--- config.mk ---
export PLATFORM = sky130hd
export DESIGN_NAME = sigma_clip_contrast_stretch_top_flat
export DESIGN_NICKNAME = d
export VERILOG_FILES = /design/src/design/scs_pkg.sv /design/src/design/scs_in_if.sv /design/src/design/scs_out_if.sv /design/src/design/scs_iter_unit.sv /design/src/design/sigma_clip_contrast_stretch_top.sv /design/src/flat_wrapper.sv
export SDC_FILE = /design/constraint.sdc
export NUM_CORES = 2
export LEC_CHECK = 0
export BUFFER_PORTS_ARGS = -buffer_cell sky130_fd_sc_hd__buf_2
export CORE_ASPECT_RATIO = 0.6
export CORE_UTILIZATION = 47
export DETAILED_ROUTE_END_ITERATION = 16
export PLACE_DENSITY = 0.62
export SYNTH_ARGS = -nofsm -noshare
export SYNTH_HDL_FRONTEND = slang
export SYNTH_SLANG_ARGS = --single-unit
--- constraint.sdc ---
create_clock -name clk -period 18.12 [get_ports clk]
set_clock_uncertainty 0.05 [all_clocks]
set_input_delay 5.436 -clock clk [delete_from_list [all_inputs] [get_ports clk]]
set_output_delay 5.436 -clock clk [all_outputs]
set_load 0.005 [all_outputs]
--- src/design/scs_pkg.sv ---
`timescale 1ns / 1ps

package scs_pkg;

  // field widths
  localparam int SAMPLE_W = 16;
  localparam int LEVEL_W  = 8;
  localparam int K_W      = 4;

  // statistics widths
  localparam int MAX_SAMPLES = 4096;
  localparam int COUNT_W     = $clog2(MAX_SAMPLES) + 1;
  localparam int SUM_W       = SAMPLE_W + COUNT_W - 1;
  localparam int SQ_W        = 2 * SAMPLE_W + COUNT_W - 2;
  localparam int MEAN_W      = SAMPLE_W;
  localparam int DEV_W       = SAMPLE_W;
  localparam int MSQ_W       = 2 * SAMPLE_W - 1;
  localparam int PROD_W      = 2 * SAMPLE_W;

  // conversion widths
  localparam int SPAN_W  = DEV_W + K_W;
  localparam int BOUND_W = SPAN_W + 2;
  localparam int NUM_W   = SPAN_W + 1 + LEVEL_W;

  // shared divide / root unit
  localparam int ITER_W = SQ_W + 1;
  localparam int QUO_W  = MSQ_W;
  localparam int STEP_W = $clog2(QUO_W + 1);

  // configuration port
  localparam int DATA_W = 32;
  localparam int ADDR_W = 3;
  localparam int IDX_W  = ADDR_W - 2;
  localparam logic [IDX_W-1:0] REG_SPREAD_SIGMAS = '0;
  localparam logic [K_W-1:0]   SPREAD_RESET      = K_W'(2);

  // item function codes
  localparam logic FUNC_ACCUM   = 1'b0;
  localparam logic FUNC_CONVERT = 1'b1;

  typedef enum logic [3:0] {
    ST_IDLE,
    ST_ACC_MUL,
    ST_ACC_ADD,
    ST_MEAN_GO,
    ST_MEAN_DIV,
    ST_MSQ_DIV,
    ST_VAR_MUL,
    ST_VAR,
    ST_ROOT,
    ST_CNV_MUL,
    ST_CNV_CMP,
    ST_CNV_DIV,
    ST_EMIT
  } st_t;

  typedef struct packed {
    logic              start;
    logic              sqrt_mode;
    logic [ITER_W-1:0] rem_init;
    logic [ITER_W-1:0] dvs_init;
    logic [STEP_W-1:0] steps;
  } iter_cmd_t;

  typedef struct packed {
    logic             busy;
    logic             done;
    logic [QUO_W-1:0] result;
  } iter_sts_t;

endpackage

--- src/design/scs_in_if.sv ---
`timescale 1ns / 1ps

interface scs_in_if;
  logic                                valid;
  logic                                ready;
  logic                                func;
  logic signed [scs_pkg::SAMPLE_W-1:0] sample;
  logic                                last;

  modport source (output valid, func, sample, last, input ready);
  modport sink   (input valid, func, sample, last, output ready);
endinterface

--- src/design/scs_out_if.sv ---
`timescale 1ns / 1ps

interface scs_out_if;
  logic                         valid;
  logic                         ready;
  logic [scs_pkg::LEVEL_W-1:0]  level;
  logic                         last_out;

  modport source (output valid, level, last_out, input ready);
  modport sink   (input valid, level, last_out, output ready);
endinterface

--- src/design/scs_iter_unit.sv ---
`timescale 1ns / 1ps

// restoring divide and digit-by-digit square root, one bit per cycle
module scs_iter_unit (
  input  logic               clk,
  input  logic               rst,
  input  scs_pkg::iter_cmd_t cmd,
  output scs_pkg::iter_sts_t sts
);
  import scs_pkg::*;

  logic [ITER_W-1:0] rem;
  logic [ITER_W-1:0] dvs;
  logic [QUO_W-1:0]  quo;
  logic [STEP_W-1:0] cnt;
  logic              sqrt_mode;
  logic              busy;
  logic              done;

  logic [ITER_W-1:0] opb;
  logic [ITER_W:0]   diff;
  logic              ge;

  // shared subtract and compare
  always_comb begin
    opb  = sqrt_mode ? (ITER_W'(quo) | dvs) : dvs;
    diff = {1'b0, rem} - {1'b0, opb};
    ge   = !diff[ITER_W];
  end

  // control
  always_ff @(posedge clk) begin
    if (rst) begin
      busy <= 1'b0;
      done <= 1'b0;
    end else begin
      done <= 1'b0;
      if (cmd.start) begin
        busy <= 1'b1;
      end else if (busy && cnt == STEP_W'(1)) begin
        busy <= 1'b0;
        done <= 1'b1;
      end
    end
  end

  // datapath
  always_ff @(posedge clk) begin
    if (cmd.start) begin
      rem       <= cmd.rem_init;
      dvs       <= cmd.dvs_init;
      quo       <= '0;
      cnt       <= cmd.steps;
      sqrt_mode <= cmd.sqrt_mode;
    end else if (busy) begin
      cnt <= cnt - STEP_W'(1);
      if (ge) begin
        rem <= diff[ITER_W-1:0];
      end
      if (sqrt_mode) begin
        quo <= ge ? ((quo >> 1) | dvs[QUO_W-1:0]) : (quo >> 1);
        dvs <= dvs >> 2;
      end else begin
        quo <= {quo[QUO_W-2:0], ge};
        dvs <= dvs >> 1;
      end
    end
  end

  assign sts.busy   = busy;
  assign sts.done   = done;
  assign sts.result = quo;

endmodule

--- src/design/sigma_clip_contrast_stretch_top.sv ---
`timescale 1ns / 1ps

// channel   dir  beat fields                 handshake
// in_ch     in   func, sample, last          valid / ready
// out_ch    out  level, last_out             valid / ready
// apb       in   paddr, pwdata -> prdata     psel / penable, pready tied high
//
// accumulate beat: multiply, then add; the beat marked last adds a finalise
// (mean divide 16 steps, mean-square divide 31 steps, root 16 steps)
// convert beat: multiply and compare, then emit when clipped, or an 8-step divide first when scaled
// the divides and the root run on the shared one-bit-per-cycle divide / root unit
// rst is synchronous: statistics clear, spread_sigmas returns to 2
// a result waits in the output register; a new beat is taken meanwhile

module sigma_clip_contrast_stretch_top (
  input  logic                         clk,
  input  logic                         rst,
  scs_in_if.sink                       in_ch,
  scs_out_if.source                    out_ch,
  input  logic                         psel,
  input  logic                         penable,
  input  logic                         pwrite,
  input  logic [scs_pkg::ADDR_W-1:0]   paddr,
  input  logic [scs_pkg::DATA_W-1:0]   pwdata,
  output logic [scs_pkg::DATA_W-1:0]   prdata,
  output logic                         pready
);
  import scs_pkg::*;

  function automatic logic [SAMPLE_W-1:0] mag16(input logic signed [SAMPLE_W-1:0] x);
    logic [SAMPLE_W-1:0] r;
    r = x[SAMPLE_W-1] ? SAMPLE_W'(-x) : SAMPLE_W'(x);
    return r;
  endfunction

  st_t state, state_next;

  logic [K_W-1:0]              spread_sigmas;
  logic [COUNT_W-1:0]          sample_count;
  logic signed [SUM_W-1:0]     sum_acc;
  logic [SQ_W-1:0]             square_acc;
  logic signed [MEAN_W-1:0]    mean_value;
  logic [DEV_W-1:0]            deviation_value;
  logic [MSQ_W-1:0]            msq;

  logic                        item_func;
  logic signed [SAMPLE_W-1:0]  item_sample;
  logic                        item_last;

  logic [PROD_W-1:0]           prod;
  logic [SAMPLE_W-1:0]         mul_a;
  logic [SAMPLE_W-1:0]         mul_b;

  logic [LEVEL_W-1:0]          level_r;
  logic                        out_valid;
  logic [LEVEL_W-1:0]          out_level;
  logic                        out_last;

  iter_cmd_t                   cmd;
  iter_sts_t                   sts;

  logic                        in_acc;
  logic                        cfg_wr;
  logic                        room;
  logic [SUM_W-1:0]            sum_mag;
  logic [MSQ_W-1:0]            var_val;

  logic [SPAN_W-1:0]           span;
  logic signed [BOUND_W-1:0]   lo;
  logic signed [BOUND_W-1:0]   hi;
  logic signed [BOUND_W-1:0]   v_ext;
  logic signed [BOUND_W-1:0]   v_off;
  logic [NUM_W-1:0]            num;
  logic                        clip_lo;
  logic                        clip_hi;

  scs_iter_unit u_iter (
    .clk (clk),
    .rst (rst),
    .cmd (cmd),
    .sts (sts)
  );

  assign in_acc = in_ch.valid && in_ch.ready;
  assign room   = !out_valid || out_ch.ready;

  // configuration port
  assign pready = 1'b1;
  assign cfg_wr = psel && penable && pwrite && (paddr[ADDR_W-1:2] == REG_SPREAD_SIGMAS);
  assign prdata = (paddr[ADDR_W-1:2] == REG_SPREAD_SIGMAS) ? DATA_W'(spread_sigmas) : '0;

  always_ff @(posedge clk) begin
    if (rst) begin
      spread_sigmas <= SPREAD_RESET;
    end else if (cfg_wr) begin
      spread_sigmas <= pwdata[K_W-1:0];
    end
  end

  // conversion bounds
  always_comb begin
    span    = prod[SPAN_W-1:0];
    lo      = BOUND_W'(mean_value) - BOUND_W'(span);
    hi      = BOUND_W'(mean_value) + BOUND_W'(span);
    v_ext   = BOUND_W'(item_sample);
    clip_lo = v_ext <= lo;
    clip_hi = v_ext >= hi;
    v_off   = v_ext - lo;
    num     = (NUM_W'(v_off[SPAN_W:0]) << LEVEL_W) - NUM_W'(v_off[SPAN_W:0]);
  end

  // finalise helpers
  always_comb begin
    sum_mag = sum_acc[SUM_W-1] ? SUM_W'(-sum_acc) : SUM_W'(sum_acc);
    var_val = ({1'b0, msq} > prod) ? (msq - prod[MSQ_W-1:0]) : '0;
  end

  // next state
  always_comb begin
    state_next = state;
    unique case (state)
      ST_IDLE:     if (in_acc) begin
                     state_next = (in_ch.func == FUNC_CONVERT) ? ST_CNV_MUL : ST_ACC_MUL;
                   end
      ST_ACC_MUL:  state_next = ST_ACC_ADD;
      ST_ACC_ADD:  state_next = item_last ? ST_MEAN_GO : ST_IDLE;
      ST_MEAN_GO:  state_next = ST_MEAN_DIV;
      ST_MEAN_DIV: if (sts.done) begin
                     state_next = ST_MSQ_DIV;
                   end
      ST_MSQ_DIV:  if (sts.done) begin
                     state_next = ST_VAR_MUL;
                   end
      ST_VAR_MUL:  state_next = ST_VAR;
      ST_VAR:      state_next = ST_ROOT;
      ST_ROOT:     if (sts.done) begin
                     state_next = ST_IDLE;
                   end
      ST_CNV_MUL:  state_next = ST_CNV_CMP;
      ST_CNV_CMP:  state_next = (clip_lo || clip_hi) ? ST_EMIT : ST_CNV_DIV;
      ST_CNV_DIV:  if (sts.done) begin
                     state_next = ST_EMIT;
                   end
      ST_EMIT:     if (room) begin
                     state_next = ST_IDLE;
                   end
      default:     state_next = ST_IDLE;
    endcase
  end

  // sequencer outputs
  always_comb begin
    in_ch.ready   = 1'b0;
    mul_a         = '0;
    mul_b         = '0;
    cmd.start     = 1'b0;
    cmd.sqrt_mode = 1'b0;
    cmd.rem_init  = '0;
    cmd.dvs_init  = '0;
    cmd.steps     = '0;
    unique case (state)
      ST_IDLE:     in_ch.ready = 1'b1;
      ST_ACC_MUL:  begin
        mul_a = mag16(item_sample);
        mul_b = mag16(item_sample);
      end
      ST_MEAN_GO:  begin
        cmd.start    = 1'b1;
        cmd.rem_init = ITER_W'(sum_mag);
        cmd.dvs_init = ITER_W'(sample_count) << (MEAN_W - 1);
        cmd.steps    = STEP_W'(MEAN_W);
      end
      ST_MEAN_DIV: begin
        cmd.start    = sts.done;
        cmd.rem_init = ITER_W'(square_acc);
        cmd.dvs_init = ITER_W'(sample_count) << (QUO_W - 1);
        cmd.steps    = STEP_W'(QUO_W);
      end
      ST_VAR_MUL:  begin
        mul_a = mag16(mean_value);
        mul_b = mag16(mean_value);
      end
      ST_VAR:      begin
        cmd.start     = 1'b1;
        cmd.sqrt_mode = 1'b1;
        cmd.rem_init  = ITER_W'(var_val);
        cmd.dvs_init  = ITER_W'(1) << (2 * DEV_W - 2);
        cmd.steps     = STEP_W'(DEV_W);
      end
      ST_CNV_MUL:  begin
        mul_a = SAMPLE_W'(spread_sigmas);
        mul_b = deviation_value;
      end
      ST_CNV_CMP:  begin
        cmd.start    = !(clip_lo || clip_hi);
        cmd.rem_init = ITER_W'(num);
        cmd.dvs_init = ITER_W'(span) << LEVEL_W;
        cmd.steps    = STEP_W'(LEVEL_W);
      end
      default:     ;
    endcase
  end

  always_ff @(posedge clk) begin
    if (rst) begin
      state <= ST_IDLE;
    end else begin
      state <= state_next;
    end
  end

  // shared multiplier, registered
  always_ff @(posedge clk) begin
    prod <= mul_a * mul_b;
  end

  // beat capture
  always_ff @(posedge clk) begin
    if (in_acc) begin
      item_func   <= in_ch.func;
      item_sample <= in_ch.sample;
      item_last   <= in_ch.last;
    end
  end

  // statistics
  always_ff @(posedge clk) begin
    if (rst) begin
      sample_count    <= '0;
      sum_acc         <= '0;
      square_acc      <= '0;
      mean_value      <= '0;
      deviation_value <= '0;
    end else begin
      unique case (state)
        ST_ACC_ADD:  if (sample_count < COUNT_W'(MAX_SAMPLES)) begin
                       sample_count <= sample_count + COUNT_W'(1);
                       sum_acc      <= sum_acc + SUM_W'(item_sample);
                       square_acc   <= square_acc + SQ_W'(prod);
                     end
        ST_MEAN_DIV: if (sts.done) begin
                       mean_value <= sum_acc[SUM_W-1] ? MEAN_W'(-sts.result[MEAN_W-1:0])
                                                      : MEAN_W'(sts.result[MEAN_W-1:0]);
                     end
        ST_ROOT:     if (sts.done) begin
                       deviation_value <= sts.result[DEV_W-1:0];
                       sample_count    <= '0;
                       sum_acc         <= '0;
                       square_acc      <= '0;
                     end
        default:     ;
      endcase
    end
  end

  // mean of squares and level; at or below the low bound wins over the high one
  always_ff @(posedge clk) begin
    if (state == ST_MSQ_DIV && sts.done) begin
      msq <= sts.result;
    end
    if (state == ST_CNV_CMP) begin
      level_r <= clip_lo ? '0 : {LEVEL_W{1'b1}};
    end else if (state == ST_CNV_DIV && sts.done) begin
      level_r <= sts.result[LEVEL_W-1:0];
    end
  end

  // output register
  always_ff @(posedge clk) begin
    if (rst) begin
      out_valid <= 1'b0;
    end else if (state == ST_EMIT && room) begin
      out_valid <= 1'b1;
    end else if (out_ch.ready) begin
      out_valid <= 1'b0;
    end
  end

  always_ff @(posedge clk) begin
    if (state == ST_EMIT && room) begin
      out_level <= level_r;
      out_last  <= item_last && (item_func == FUNC_CONVERT);
    end
  end

  assign out_ch.valid    = out_valid;
  assign out_ch.level    = out_level;
  assign out_ch.last_out = out_last;

endmodule

--- src/flat_wrapper.sv ---
// flat-port wrapper written by rule: the top's interface ports become plain ports
module sigma_clip_contrast_stretch_top_flat import scs_pkg::*;
  (clk, rst, psel, penable, pwrite, paddr, pwdata, prdata, pready, in_ch_valid, in_ch_func, in_ch_sample, in_ch_last, in_ch_ready, out_ch_valid, out_ch_level, out_ch_last_out, out_ch_ready);
  scs_in_if in_ch_i ();
  scs_out_if out_ch_i ();
  input  logic clk;
  input  logic rst;
  input  logic psel;
  input  logic penable;
  input  logic pwrite;
  input  logic [scs_pkg::ADDR_W-1:0] paddr;
  input  logic [scs_pkg::DATA_W-1:0] pwdata;
  output logic [scs_pkg::DATA_W-1:0] prdata;
  output logic pready;
  input wire logic [$bits(in_ch_i.valid)-1:0] in_ch_valid;
  input wire logic [$bits(in_ch_i.func)-1:0] in_ch_func;
  input wire logic [$bits(in_ch_i.sample)-1:0] in_ch_sample;
  input wire logic [$bits(in_ch_i.last)-1:0] in_ch_last;
  output wire logic [$bits(in_ch_i.ready)-1:0] in_ch_ready;
  output wire logic [$bits(out_ch_i.valid)-1:0] out_ch_valid;
  output wire logic [$bits(out_ch_i.level)-1:0] out_ch_level;
  output wire logic [$bits(out_ch_i.last_out)-1:0] out_ch_last_out;
  input wire logic [$bits(out_ch_i.ready)-1:0] out_ch_ready;
  assign in_ch_i.valid = in_ch_valid;
  assign in_ch_i.func = in_ch_func;
  assign in_ch_i.sample = in_ch_sample;
  assign in_ch_i.last = in_ch_last;
  assign in_ch_ready = in_ch_i.ready;
  assign out_ch_valid = out_ch_i.valid;
  assign out_ch_level = out_ch_i.level;
  assign out_ch_last_out = out_ch_i.last_out;
  assign out_ch_i.ready = out_ch_ready;
  sigma_clip_contrast_stretch_top u_core (.clk(clk), .rst(rst), .in_ch(in_ch_i), .out_ch(out_ch_i), .psel(psel), .penable(penable), .pwrite(pwrite), .paddr(paddr), .pwdata(pwdata), .prdata(prdata), .pready(pready));
endmodule
# Word-level counts from Yosys, hierarchy flattened
# Index checks and enable logic that the tools add are counted.
dict set report totals {
  mem_bits_ro 0
  latch_bits 0
  output_inout_bits 44
  mem_count 0
  reg_bits 350
  ramBits 0
  inputBits 60
}
dict set report op_classes {
  n_mux 50
  n_mul 1
  n_lt_le_gt_ge 4
  shift 0
  n_addsub 14
  div_mod_pow 0
  n_eq_ne 21
  bitwise 3
  reduce_logical 27
}
# operator n
set op_table {}
lappend op_table {{$pmux 92 s4} 1}
lappend op_table {{$mux 44} 6}
lappend op_table {{$mux 43} 3}
lappend op_table {{$pmux 16 s3} 2}
lappend op_table {{$mux 31} 3}
lappend op_table {{$pmux 43 s2} 1}
lappend op_table {{$mux 28} 3}
lappend op_table {{$pmux 28 s2} 1}
lappend op_table {{$pmux 4 s13} 1}
lappend op_table {{$mux 16} 3}
lappend op_table {{$neg 16->16} 3}
lappend op_table {{$sub 44x44->45} 1}
lappend op_table {{$or 31x44->44} 1}
lappend op_table {{$add 43x32->43} 1}
lappend op_table {{$gt 31x32->1} 1}
lappend op_table {{$mul 16x16->32} 1}
lappend op_table {{$mux 4} 8}
lappend op_table {{$or 30x31->31} 1}
lappend op_table {{$sub 31x31->31} 1}
lappend op_table {{$sub 29x21->29} 1}
lappend op_table {{$add 28x16->28} 1}
lappend op_table {{$neg 28->28} 1}
lappend op_table {{$mux 13} 2}
lappend op_table {{$pmux 13 s2} 1}
lappend op_table {{other kinds (31)} 72}

# Longest topological paths before layout
dict set report depth {
  word_depth 7
  mapped_depth 33
}

# By module
# Synthesis repeated with hierarchy kept, for this count alone.
dict set report unflattened {
  cells_unflattened 4291
  hier_area_um2 35909.4
}
# mod area_each_um2 cells_per_inst n_inst
set modules_own_cells {}
lappend modules_own_cells {sigma_clip_contrast_stretch_top 27217.4 3331 1}
lappend modules_own_cells {scs_iter_unit 8692.1 960 1}

# Worst setup path after synthesis
# No wires, ideal clock.
dict set report synth_timing {
  path_type {input port to output port}
  start {in paddr[2] in the netlist's numbering}
  end {out prdata[0] in the netlist's numbering}
  path_slack_ns 7.083
  required_ns 12.634
  arrival_time_ns 5.551
  cell_stages 1
  path_cell_list {nor2b_1}
}
dict set report synth_via {
  elab_chain_len 1
}
# element line
set synth_lines {}
lappend synth_lines {{start: declaration} flat_wrapper.sv:11} ;# input logic [scs_pkg::ADDR_W-1:0] paddr;
lappend synth_lines {{$mux 4} sigma_clip_contrast_stretch_top.sv:90} ;# assign prdata = (paddr[ADDR_W-1:2] == REG_SPREAD_SIGMAS) ? DATA_W'(spread_sigmas) : '0;
lappend synth_lines {{end: declaration} flat_wrapper.sv:13} ;# output logic [scs_pkg::DATA_W-1:0] prdata;
# No other way between the ends.

# Final worst setup path
dict set report layout_timing {
  start {in paddr[2] in the netlist's numbering}
  end {out prdata[1] in the netlist's numbering}
}
# The elaborated chain is that of the path after synthesis.

==> metrics <==
Synth Cell Area=roughly 35,000 sq um; Die Area=75,850 sq um; Seq cells post-synth=about 350; Switch Pwr=between 3 and 4 mW; Rows=77; Rel. slew slack=between 6 and 7%; Leak=around 17 nW; startpoint type of the worst setup path=input port; Crit Path Class=input port to output port; Final #Nets=4,709; CTS root buffer=clkbuf_16; Pint=about 3.4 mW; Initial Util=between 40% and 50%; Post-synth top cells=inv_1, a21oi_1, nor2_1; RR Startpoint=u_core.state[0]; Core ar.=roughly 74,000 sq um; fin cells=about 5,100; synth top area cells=edfxtp_1, ha_1, fa_1; sequential area share after synthesis=between 20% and 30%; Post-CTS Setup Inserts=0; Port Buffers=44; Clk pwr share=11.8%; H-tree depth=2; EDFF count, synth=around 160; Sink Count=about 350; hold_ws=0.3541 ns; Switching Fraction=between 50 and 60%; Yosys warnings=0; RSZ-0062 raised after global routing=false; vias=between 30,000 and 40,000; clock buffer depth=3; Placed Cells incl. Taps=5,051; Reg clk slew, reported paths=approximately 0.060 ns; required time worst endpoint=12.63 ns; outcome=finished clean; CTS resizes=0; vias in the first global route=27,480; most frequent cell after synthesis=inv_1; initial antenna violation count=1; Max-cap violations=0; first-pass GRT wire length=between 150,000 and 200,000 um; PD cells=between 150 and 200 nW/um^2; Data arrival, critical path=slightly below 6 ns; Slew @ Worst Pin=~1.4 ns; R2R Setup Slk=8.12 ns; Fmax=about 89 MHz; Top FF cell, synth=dfxtp_1; worst setup margin=roughly 6.9 ns; Die Y-Extent=between 200 and 250 um; leading area contributor after synthesis=edfxtp_1; Final Hold Fails=0; synth unique cells=86; VDD IR max=about 300 uV; reg2reg path depth=27; min Tclk post-route=11.26 ns; Top-Level Pins=~100; Synth top area share=a little over an eighth; Tot GR Track Use=31.03%; length of the first detailed-routing pass in iterations=7; final setup fails=0; CTS tree=built; CP endpoint kind=output port; Detailed Route WL=119,000 um; GR Overflow Total=0; Die W=between 300 and 400 um; CTS Hold Buffers Added=0; clock latency on the worst-skew pair=0.60 ns; syn avg cell area=roughly 8.5 sq um; vias per cell=6.041; CP endpoint=prdata[1]; Comb power frac=between 70% and 80%; area grow syn2layout=7.265%; Initial DRC Count=3,669; largest net degree at the start of global routing=76; pre-CTS worst setup slack=a little under 7 ns; number of buffers created by CTS=39; GPL Wtd Cong=about 0.99; worst min path class=flip-flop to flip-flop; # DRC=0; Critical Path Start=paddr[2]; Multi-input gate area=between 20,000 and 25,000 sq um; fillers=7,109; Reg area=between 8000 and 9000 sq um; placed wire-length estimate=just over 90,000 um; share of post-route cells with drive strength above 1=under 10%; Slew Limit Fails=0; crit path max fanout=5; DR WL/cell=about 23 um; Reg power frac=between 10% and 20%; worst reg2reg path endpoint=u_core.prod[31]; period utilisation layout=62.12%; asr flop ratio synth=0%; Sum Neg Setup Slack=0 ns; Synth Instances=4,132; post-route antenna net violation count=0
## worst min path at each step
stage / from / endpoint / slack [ns] / depth (start not counted)
after CTS: u_core.level_r[5] / u_core.out_ch.level[5] / 0.36 / 0
after global placement: u_core.level_r[4] / u_core.out_ch.level[4] / 0.35 / 0
after detailed placement: u_core.level_r[3] / u_core.out_ch.level[3] / 0.36 / 0
after floorplan: u_core.level_r[0] / u_core.out_ch.level[0] / 0.35 / 0
after global routing: u_core.level_r[5] / u_core.out_ch.level[5] / 0.37 / 0
final: u_core.level_r[5] / u_core.out_ch.level[5] / 0.35 / 0
## flip-flops by register name, indices dropped and copies added (netlist names), 5 cells and up
name,flops
u_core.u_iter.dvs,43
u_core.square_acc,43
u_core.item_sample,16
u_core.level_r,8
u_core.prod,32
u_core.deviation_value,16
u_core.sum_acc,28
u_core.u_iter.cnt,5
u_core.out_ch.level,8
u_core.u_iter.quo,31
u_core.mean_value,16
u_core.u_iter.rem,44
u_core.sample_count,13
u_core.msq,31
## logic make-up (layout without fill, tap and decap cells)
family          Yosys count  after routing  synth area share (%)
compound gates         1133           1133                 20.72
xor+xnor                277            277                 6.930
fa+ha+maj               544            544                 23.68
buf+inv                 619            583                 6.966
flops                   349            349                 24.43
mux                      84             84                 2.398
other cells               2             42               0.02139
simple gates           1124           1124                 14.86
## metal layers
layer	global-route usage (%)	share of wire [%]	up-vias
li1	-	-	14440
met1	50.19	49	14880
met2	38.29	36	1516
met3	10.34	13	112
met4	5.380	1.6	2
met5	0.8750	0.080	-
## layout by cell type, fill, tap and decap left out, types with 22 or more instances in the layout
cell | Yosys | layout
nor2b_1 | 39 | 39
mux2i_1 | 83 | 83
a22oi_1 | 27 | 27
o31ai_1 | 37 | 37
xnor2_1 | 164 | 164
buf_4 | 29 | 58
xor2_1 | 112 | 112
a31oi_1 | 39 | 39
nor3_1 | 55 | 51
conb_1 | 2 | 41
a211oi_1 | 35 | 35
and3_1 | 30 | 30
a21oi_1 | 375 | 375
and2_1 | 32 | 31
a21o_1 | 146 | 146
buf_2 | 5 | 43
ha_1 | 343 | 343
o22ai_1 | 25 | 24
nor2_1 | 365 | 361
nand3_1 | 81 | 81
a221oi_1 | 25 | 25
nand4_1 | 31 | 31
nand2_1 | 342 | 341
edfxtp_1 | 159 | 159
nand2b_1 | 47 | 46
o21a_1 | 38 | 38
o21ai_0 | 207 | 207
or3_1 | 23 | 22
clkbuf_16 | 0 | 42
dfxtp_1 | 190 | 189
inv_1 | 407 | 407
fa_1 | 201 | 201
## cell type report
cell class / count / share of cell area, %
Antenna cell: 1 / 0.006643
Clock buffer: 52 / 2.970
Clock inverter: 19 / 0.6245
Inverter: 411 / 4.102
Multi-Input combinational cell: 3203 / 64.51
Sequential cell: 349 / 22.78
Tap cell: 987 / 3.279
Timing Repair Buffer: 101 / 1.727
## worst max-delay path, cell delays in order
cell and delay, ns:
buf_2 0.12, nor2b_1 0.09, buf_2 0.12
## power by group through the flow
stage | registers, mW | clock network (mW) | logic (mW)
final | 1.30 | 0.872 | 5.24
after global routing | 1.31 | 0.915 | 5.69
after CTS | 1.29 | 0.884 | 5.08
after detailed placement | 1.31 | 0 | 5.04
after global placement | 1.31 | 0 | 5.04
after floorplan | 1.13 | 0 | 3.74
## through the flow
stage / power (mW) / instance area, sq um / util, %
finish: 7.412 / 37670 / 51.04
detailed placement: 6.351 / 36310 / 49.20
CTS: 7.260 / 37660 / 51.04
global placement: 6.346 / 36310 / 49.20
global route: 7.917 / 37660 / 51.04
floorplan: 4.871 / 35260 / -
(Power assumes the default switching activity.)
